### src/rtl/etsc_pkg.sv
// Package for the expression token syntax checker: item codes, state and result types.
package etsc_pkg;

  // Characters with a meaning of their own
  localparam logic [7:0] CH_OPEN   = 8'h28;  // '('
  localparam logic [7:0] CH_CLOSE  = 8'h29;  // ')'
  localparam logic [7:0] CH_PLUS   = 8'h2B;  // '+'
  localparam logic [7:0] CH_MINUS  = 8'h2D;  // '-'
  localparam logic [7:0] CH_STAR   = 8'h2A;  // '*'
  localparam logic [7:0] CH_SLASH  = 8'h2F;  // '/'
  localparam logic [7:0] CH_CARET  = 8'h5E;  // '^'
  localparam logic [7:0] CH_POINT  = 8'h2E;  // '.'
  localparam logic [7:0] CH_SPACE  = 8'h20;  // ' '
  localparam logic [7:0] CH_CR     = 8'h0D;  // '\r'
  localparam logic [7:0] CH_LF     = 8'h0A;  // '\n'
  localparam logic [7:0] CH_DIG_LO = 8'h30;
  localparam logic [7:0] CH_DIG_HI = 8'h39;
  localparam logic [7:0] CH_UC_LO  = 8'h41;
  localparam logic [7:0] CH_UC_HI  = 8'h5A;
  localparam logic [7:0] CH_LC_LO  = 8'h61;
  localparam logic [7:0] CH_LC_HI  = 8'h7A;

  localparam int unsigned ERR_POS_W = 16;

  typedef enum logic [2:0] {
    IT_NONE  = 3'd0,
    IT_NUM   = 3'd1,
    IT_OPEN  = 3'd2,
    IT_CLOSE = 3'd3,
    IT_OP    = 3'd4,
    IT_SIGN  = 3'd5,
    IT_FUNC  = 3'd6
  } item_t;

  typedef enum logic [1:0] {
    PK_NONE = 2'd0,
    PK_NUM  = 2'd1,
    PK_NAME = 2'd2
  } pend_t;

  typedef enum logic [1:0] {
    ST_FINE     = 2'd0,
    ST_ACCEPT   = 2'd1,
    ST_ERROR    = 2'd2,
    ST_UNCLOSED = 2'd3
  } status_t;

  // Tokenizer control state
  typedef struct packed {
    item_t prev;
    item_t older;
    pend_t pend;
    logic  num_flag;
    logic  name_flag;
    logic  point_seen;
    logic  err;
  } tok_state_t;

  typedef struct packed {
    status_t              status;
    logic [ERR_POS_W-1:0] err_pos;
    item_t                item;
  } result_t;

endpackage

### src/rtl/etsc_step.sv
// Combinational per-character update: tokenizer, adjacency check, bracket depth, verdict.
module etsc_step #(
  parameter int DEPTH_BITS    = 8,
  parameter int POSITION_BITS = 16
) (
  input  logic [7:0]               ch,
  input  logic                     last,
  input  etsc_pkg::tok_state_t     st,
  input  logic [DEPTH_BITS-1:0]    depth,
  input  logic [POSITION_BITS-1:0] pos,
  input  logic [POSITION_BITS-1:0] err_at,
  output etsc_pkg::tok_state_t     st_nxt,
  output logic [DEPTH_BITS-1:0]    depth_nxt,
  output logic [POSITION_BITS-1:0] pos_nxt,
  output logic [POSITION_BITS-1:0] err_at_nxt,
  output etsc_pkg::result_t        res
);
  import etsc_pkg::*;

  localparam logic [DEPTH_BITS-1:0]    DEPTH_MAX = {DEPTH_BITS{1'b1}};
  localparam logic [POSITION_BITS-1:0] POS_MAX   = {POSITION_BITS{1'b1}};

  function automatic logic pair_ok(input item_t a, input item_t b);
    logic r;
    case (a)
      IT_NUM, IT_CLOSE: r = (b == IT_OP) || (b == IT_CLOSE);
      IT_OPEN, IT_OP:   r = (b != IT_OP) && (b != IT_CLOSE);
      IT_SIGN:          r = (b == IT_NUM) || (b == IT_OPEN);
      IT_FUNC:          r = (b == IT_OPEN);
      default:          r = 1'b1;
    endcase
    return r;
  endfunction

  function automatic tok_state_t push(input tok_state_t s, input item_t t);
    tok_state_t r;
    r       = s;
    r.older = s.prev;
    r.prev  = t;
    return r;
  endfunction

  // Name flush clears only the name flag, number flush only the number flag.
  function automatic tok_state_t flush(input tok_state_t s);
    tok_state_t r;
    r = s;
    case (s.pend)
      PK_NAME: begin
        r           = push(s, IT_FUNC);
        r.name_flag = 1'b0;
      end
      PK_NUM: begin
        r          = push(s, IT_NUM);
        r.num_flag = 1'b0;
      end
      default: ;
    endcase
    r.pend = PK_NONE;
    return r;
  endfunction

  tok_state_t                s;
  logic [DEPTH_BITS-1:0]     d;
  logic [POSITION_BITS-1:0]  p;
  logic [POSITION_BITS-1:0]  ea;
  logic                      ok;
  logic [31:0]               wide_pos;

  always_comb begin
    s  = st;
    d  = depth;
    p  = pos;
    ea = err_at;
    ok = 1'b1;

    if (!st.err) begin
      if (pos == POS_MAX) begin
        ok = 1'b0;
      end else if (ch inside {[CH_DIG_LO:CH_DIG_HI], CH_POINT}) begin
        if (!s.num_flag) begin
          if (s.prev == IT_NUM) begin
            ok = 1'b0;
          end else begin
            s.num_flag   = 1'b1;
            s.point_seen = 1'b0;
          end
        end
        if (ok && ch == CH_POINT) begin
          if (s.point_seen) ok = 1'b0;
          else s.point_seen = 1'b1;
        end
        if (ok && s.pend == PK_NONE) s.pend = PK_NUM;
      end else if (ch == CH_OPEN) begin
        s = flush(s);
        if (d == DEPTH_MAX) begin
          ok = 1'b0;
        end else begin
          d  = d + 1'b1;
          s  = push(s, IT_OPEN);
          ok = pair_ok(s.older, s.prev);
        end
      end else if (ch == CH_CLOSE) begin
        s = flush(s);
        s = push(s, IT_CLOSE);
        if (d == '0) begin
          ok = 1'b0;
        end else begin
          d  = d - 1'b1;
          ok = pair_ok(s.older, s.prev);
        end
      end else if (ch inside {CH_PLUS, CH_MINUS}) begin
        s = flush(s);
        if (!pair_ok(s.older, s.prev)) begin
          ok = 1'b0;
        end else begin
          s  = push(s, (s.prev inside {IT_NONE, IT_OPEN}) ? IT_SIGN : IT_OP);
          ok = pair_ok(s.older, s.prev);
        end
      end else if (ch inside {CH_STAR, CH_SLASH, CH_CARET}) begin
        s  = flush(s);
        s  = push(s, IT_OP);
        ok = pair_ok(s.older, s.prev);
      end else if (ch inside {CH_SPACE, CH_CR, CH_LF}) begin
        s  = flush(s);
        ok = pair_ok(s.older, s.prev);
      end else if (ch inside {[CH_UC_LO:CH_UC_HI], [CH_LC_LO:CH_LC_HI]}) begin
        if (!s.name_flag) begin
          s = flush(s);
          if (!pair_ok(s.older, s.prev)) ok = 1'b0;
          else s.name_flag = 1'b1;
        end
        if (ok && s.pend == PK_NONE) s.pend = PK_NAME;
      end else begin
        ok = 1'b0;
      end

      if (!ok) begin
        s.err = 1'b1;
        ea    = pos;
      end else begin
        p = pos + 1'b1;
      end
    end

    res.status = ST_FINE;
    wide_pos   = '0;
    if (s.err) begin
      res.status = ST_ERROR;
      wide_pos   = 32'(ea);
    end else if (last) begin
      s = flush(s);
      if (!pair_ok(s.older, s.prev)) begin
        res.status = ST_ERROR;
        wide_pos   = 32'(p);
      end else if (d != '0) begin
        res.status = ST_UNCLOSED;
        wide_pos   = 32'(p);
      end else begin
        res.status = ST_ACCEPT;
      end
    end
    res.err_pos = wide_pos[ERR_POS_W-1:0];
    res.item    = s.prev;

    st_nxt     = s;
    depth_nxt  = d;
    pos_nxt    = p;
    err_at_nxt = ea;
  end

endmodule

### config.mk
export PLATFORM = sky130hd
export DESIGN_NAME = etsc_step
export DESIGN_NICKNAME = d
export VERILOG_FILES = /design/src/rtl/etsc_pkg.sv /design/src/rtl/etsc_step.sv
export SDC_FILE = /design/constraint.sdc
export NUM_CORES = 1
export LEC_CHECK = 0
export BUFFER_PORTS_ARGS = -buffer_cell sky130_fd_sc_hd__buf_2
export CORE_AREA = 2 2 85 87
export DETAILED_ROUTE_END_ITERATION = 8
export DIE_AREA = 0 0 87 89
export GPL_ROUTABILITY_DRIVEN = 0
export PLACE_DENSITY_LB_ADDON = 0.12
export SYNTH_ARGS = -nofsm -noshare
export SYNTH_HDL_FRONTEND = slang
export SYNTH_SLANG_ARGS = --single-unit
### constraint.sdc
create_clock -name vclk -period 3.9
set_input_delay 0 -clock vclk [all_inputs]
set_output_delay 0 -clock vclk [all_outputs]
set_load 0.005 [all_outputs]
==> flow_summary.toml <==
[status]
run_status = "finished, final reports clean"

[sta]
drv_slew = 0
setup_viol = 0
relSlewSlack = 0.513
finalCriticalPeriod_ps = 3780
fmax_mhz = 264
worst_hold_slack_ps = 315
setup_ws_ps = 119
finalHoldViolCount = 0
tns_ps = 0
worst-slew-pin-transition_ps = 721
final.period_utilization = 0.970

[routing]
drt_iter0_drc = 412
drt_wl_total_mm = 11.3
drc = 0
firstDrtPassIters = 5
routed-via-count = 4198
wl_per_cell_um = 16.4
vias_per_cell = 6.08
detail-route-antenna-nets = 0

[layout]
finish.net_count = 686
layout_commonest_cell = "sky130_fd_sc_hd__buf_2"
area.growth.synth_to_final_pct = 36.6
post-route-util = 0.616
seq_cell_count = 0
final-seq-area_um2 = 0
nClkBuffers = 0
drive_gt1_frac = 0.386
antenna-diode-count = 0
final_cell_mix = "134 x sky130_fd_sc_hd__buf_2, 54 x sky130_fd_sc_hd__nand2_1, 37 x sky130_fd_sc_hd__buf_4"

[floorplanning]
placementRows = 30
core_area_um2 = 6720
initial_core_util = 0.451
die-width_um = 87
die_area_um2 = 7740
design.portCount = 134
die-height_um = 89

[grt]
gr-usage-all-layers = 0.264
globalRoute.totalOverflow = 0
antenna_found_initial = 0
grt_start_max_net_pins = 20
grt_first_pass_wirelength_mm = 17.2
grt_pass1_vias = 3655

[worst_setup_path]
crit_path_start_kind = "input pin"
timing_worst_setup_path_type = "in -> out"
crit_arrival_ps = 3780
worstPathMaxFanout = 7
timing.critical_path.to_type = "primary output"
data_required_time_of_the_worst_path_ps = 3900

[job]
max_cap_viol_count = 0

[synthesis]
postSynthNetCount = 540
avgSynthCellArea_um2 = 6.49
synth.yosys.warnings = 0
fraction_of_the_yosys_area_taken_by_sequential_cells = 0
post_synth_inst_count = 467
synthesis.area_um2 = 3030
synth.distinct_cells = 78

[placement]
portBuffers = 134
dp_hpwl_mm = 8.95
placement.setup.worst_slack_ps = -174

[power]
power_leakage_nw = 1.88
power_density_nw_per_um2 = 131
max-vdd-ir-drop_mv = 0.0613

[hold_path]
min_path_cells = 3
hp-class = "in -> out"
[final timing paths]
check  slack [ps]             end       start
max           120         res[12]       ch[3]
min           320  err_at_nxt[13]  err_at[13]
[power by group]
group          internal [mW]  total (mW)  switching, mW
combinational          0.248       0.542          0.294
clock                      0           0              0
sequential                 0           0              0
[cell families (layout without fill, tap and decap cells)]
group           Yosys count  in the layout  share of synthesized area
fa+ha+maj                13             13                     0.0529
simple gates            201            201                      0.360
mux                      29             29                      0.106
xor+xnor                 19             19                     0.0549
buf+inv                  61            205                     0.0843
compound gates          144            144                      0.342
[cell type report]
cell class | instances | area (um^2)
inverters | 31 | 116
repair buffers | 174 | 1010
multi-input cells | 406 | 2910
fillers | 665 | 2580
well taps | 80 | 100
[Yosys cell counts (all sizes together), types with 4 or more instances]
master	count	share of area
mux2i	7	0.023
nand3	12	0.020
nor2b	4	0.0083
inv	31	0.038
nand2b	6	0.012
xnor2	8	0.023
and2	6	0.012
buf	6	0.016
clkbuf	24	0.030
nand4	11	0.023
ha	12	0.050
mux2	22	0.083
nor4	6	0.012
o31ai	5	0.017
nor3	20	0.035
a211oi	5	0.012
nor2	32	0.040
nor3b	7	0.017
o21bai	5	0.012
or3	6	0.012
and3	11	0.023
o22ai	5	0.010
o21ai	43	0.083
nand2	54	0.067
nand4b	5	0.014
xor2	11	0.032
a221oi	4	0.012
and4	5	0.014
a21oi	27	0.046
[layer usage]
layer  wire length (um)  track usage  up-vias
li1                   -            -     2061
met1               4880        0.356     1933
met2               5490        0.471      188
met3                758      0.00923       16
met4                185       0.0526        0
met5                  0            0        -
[critical path, cell delays in order]
cell	delay (ps)
sky130_fd_sc_hd__buf_2	100
sky130_fd_sc_hd__or4_4	540
sky130_fd_sc_hd__o221a_1	250
sky130_fd_sc_hd__or3_1	340
sky130_fd_sc_hd__buf_4	180
sky130_fd_sc_hd__mux2_4	300
sky130_fd_sc_hd__a221o_1	330
sky130_fd_sc_hd__a22o_1	280
sky130_fd_sc_hd__mux2i_2	200
sky130_fd_sc_hd__nand2_1	80
sky130_fd_sc_hd__a311o_1	400
sky130_fd_sc_hd__o31ai_4	350
sky130_fd_sc_hd__clkbuf_16	230
sky130_fd_sc_hd__o21ai_2	60
sky130_fd_sc_hd__buf_2	120
[what timing repair did]
| item | in CTS | in global routing |
|---|---|---|
| hold buffers | 0 | 0 |
| hold endpoints to repair | 0 | 0 |
| pin swaps | 3 | 8 |
| endpoints found under the setup margin | 17 | 22 |
| setup buffers | 2 | 2 |
| gates resized for setup | 8 | 26 |
| cloned | 0 | 1 |
[stage by stage]
| stage | instances | area (um^2) | total power [mW] |
|---|---|---|---|
| floorplan | 467 | 3030 | 0.292 |
| global placement | 686 | 3940 | 0.484 |
| detailed placement | 686 | 3940 | 0.492 |
| CTS | 688 | 4000 | 0.506 |
| global route | 691 | 4140 | 0.590 |
| finish | 691 | 4140 | 0.542 |
Power figures use the tool's default switching activity.
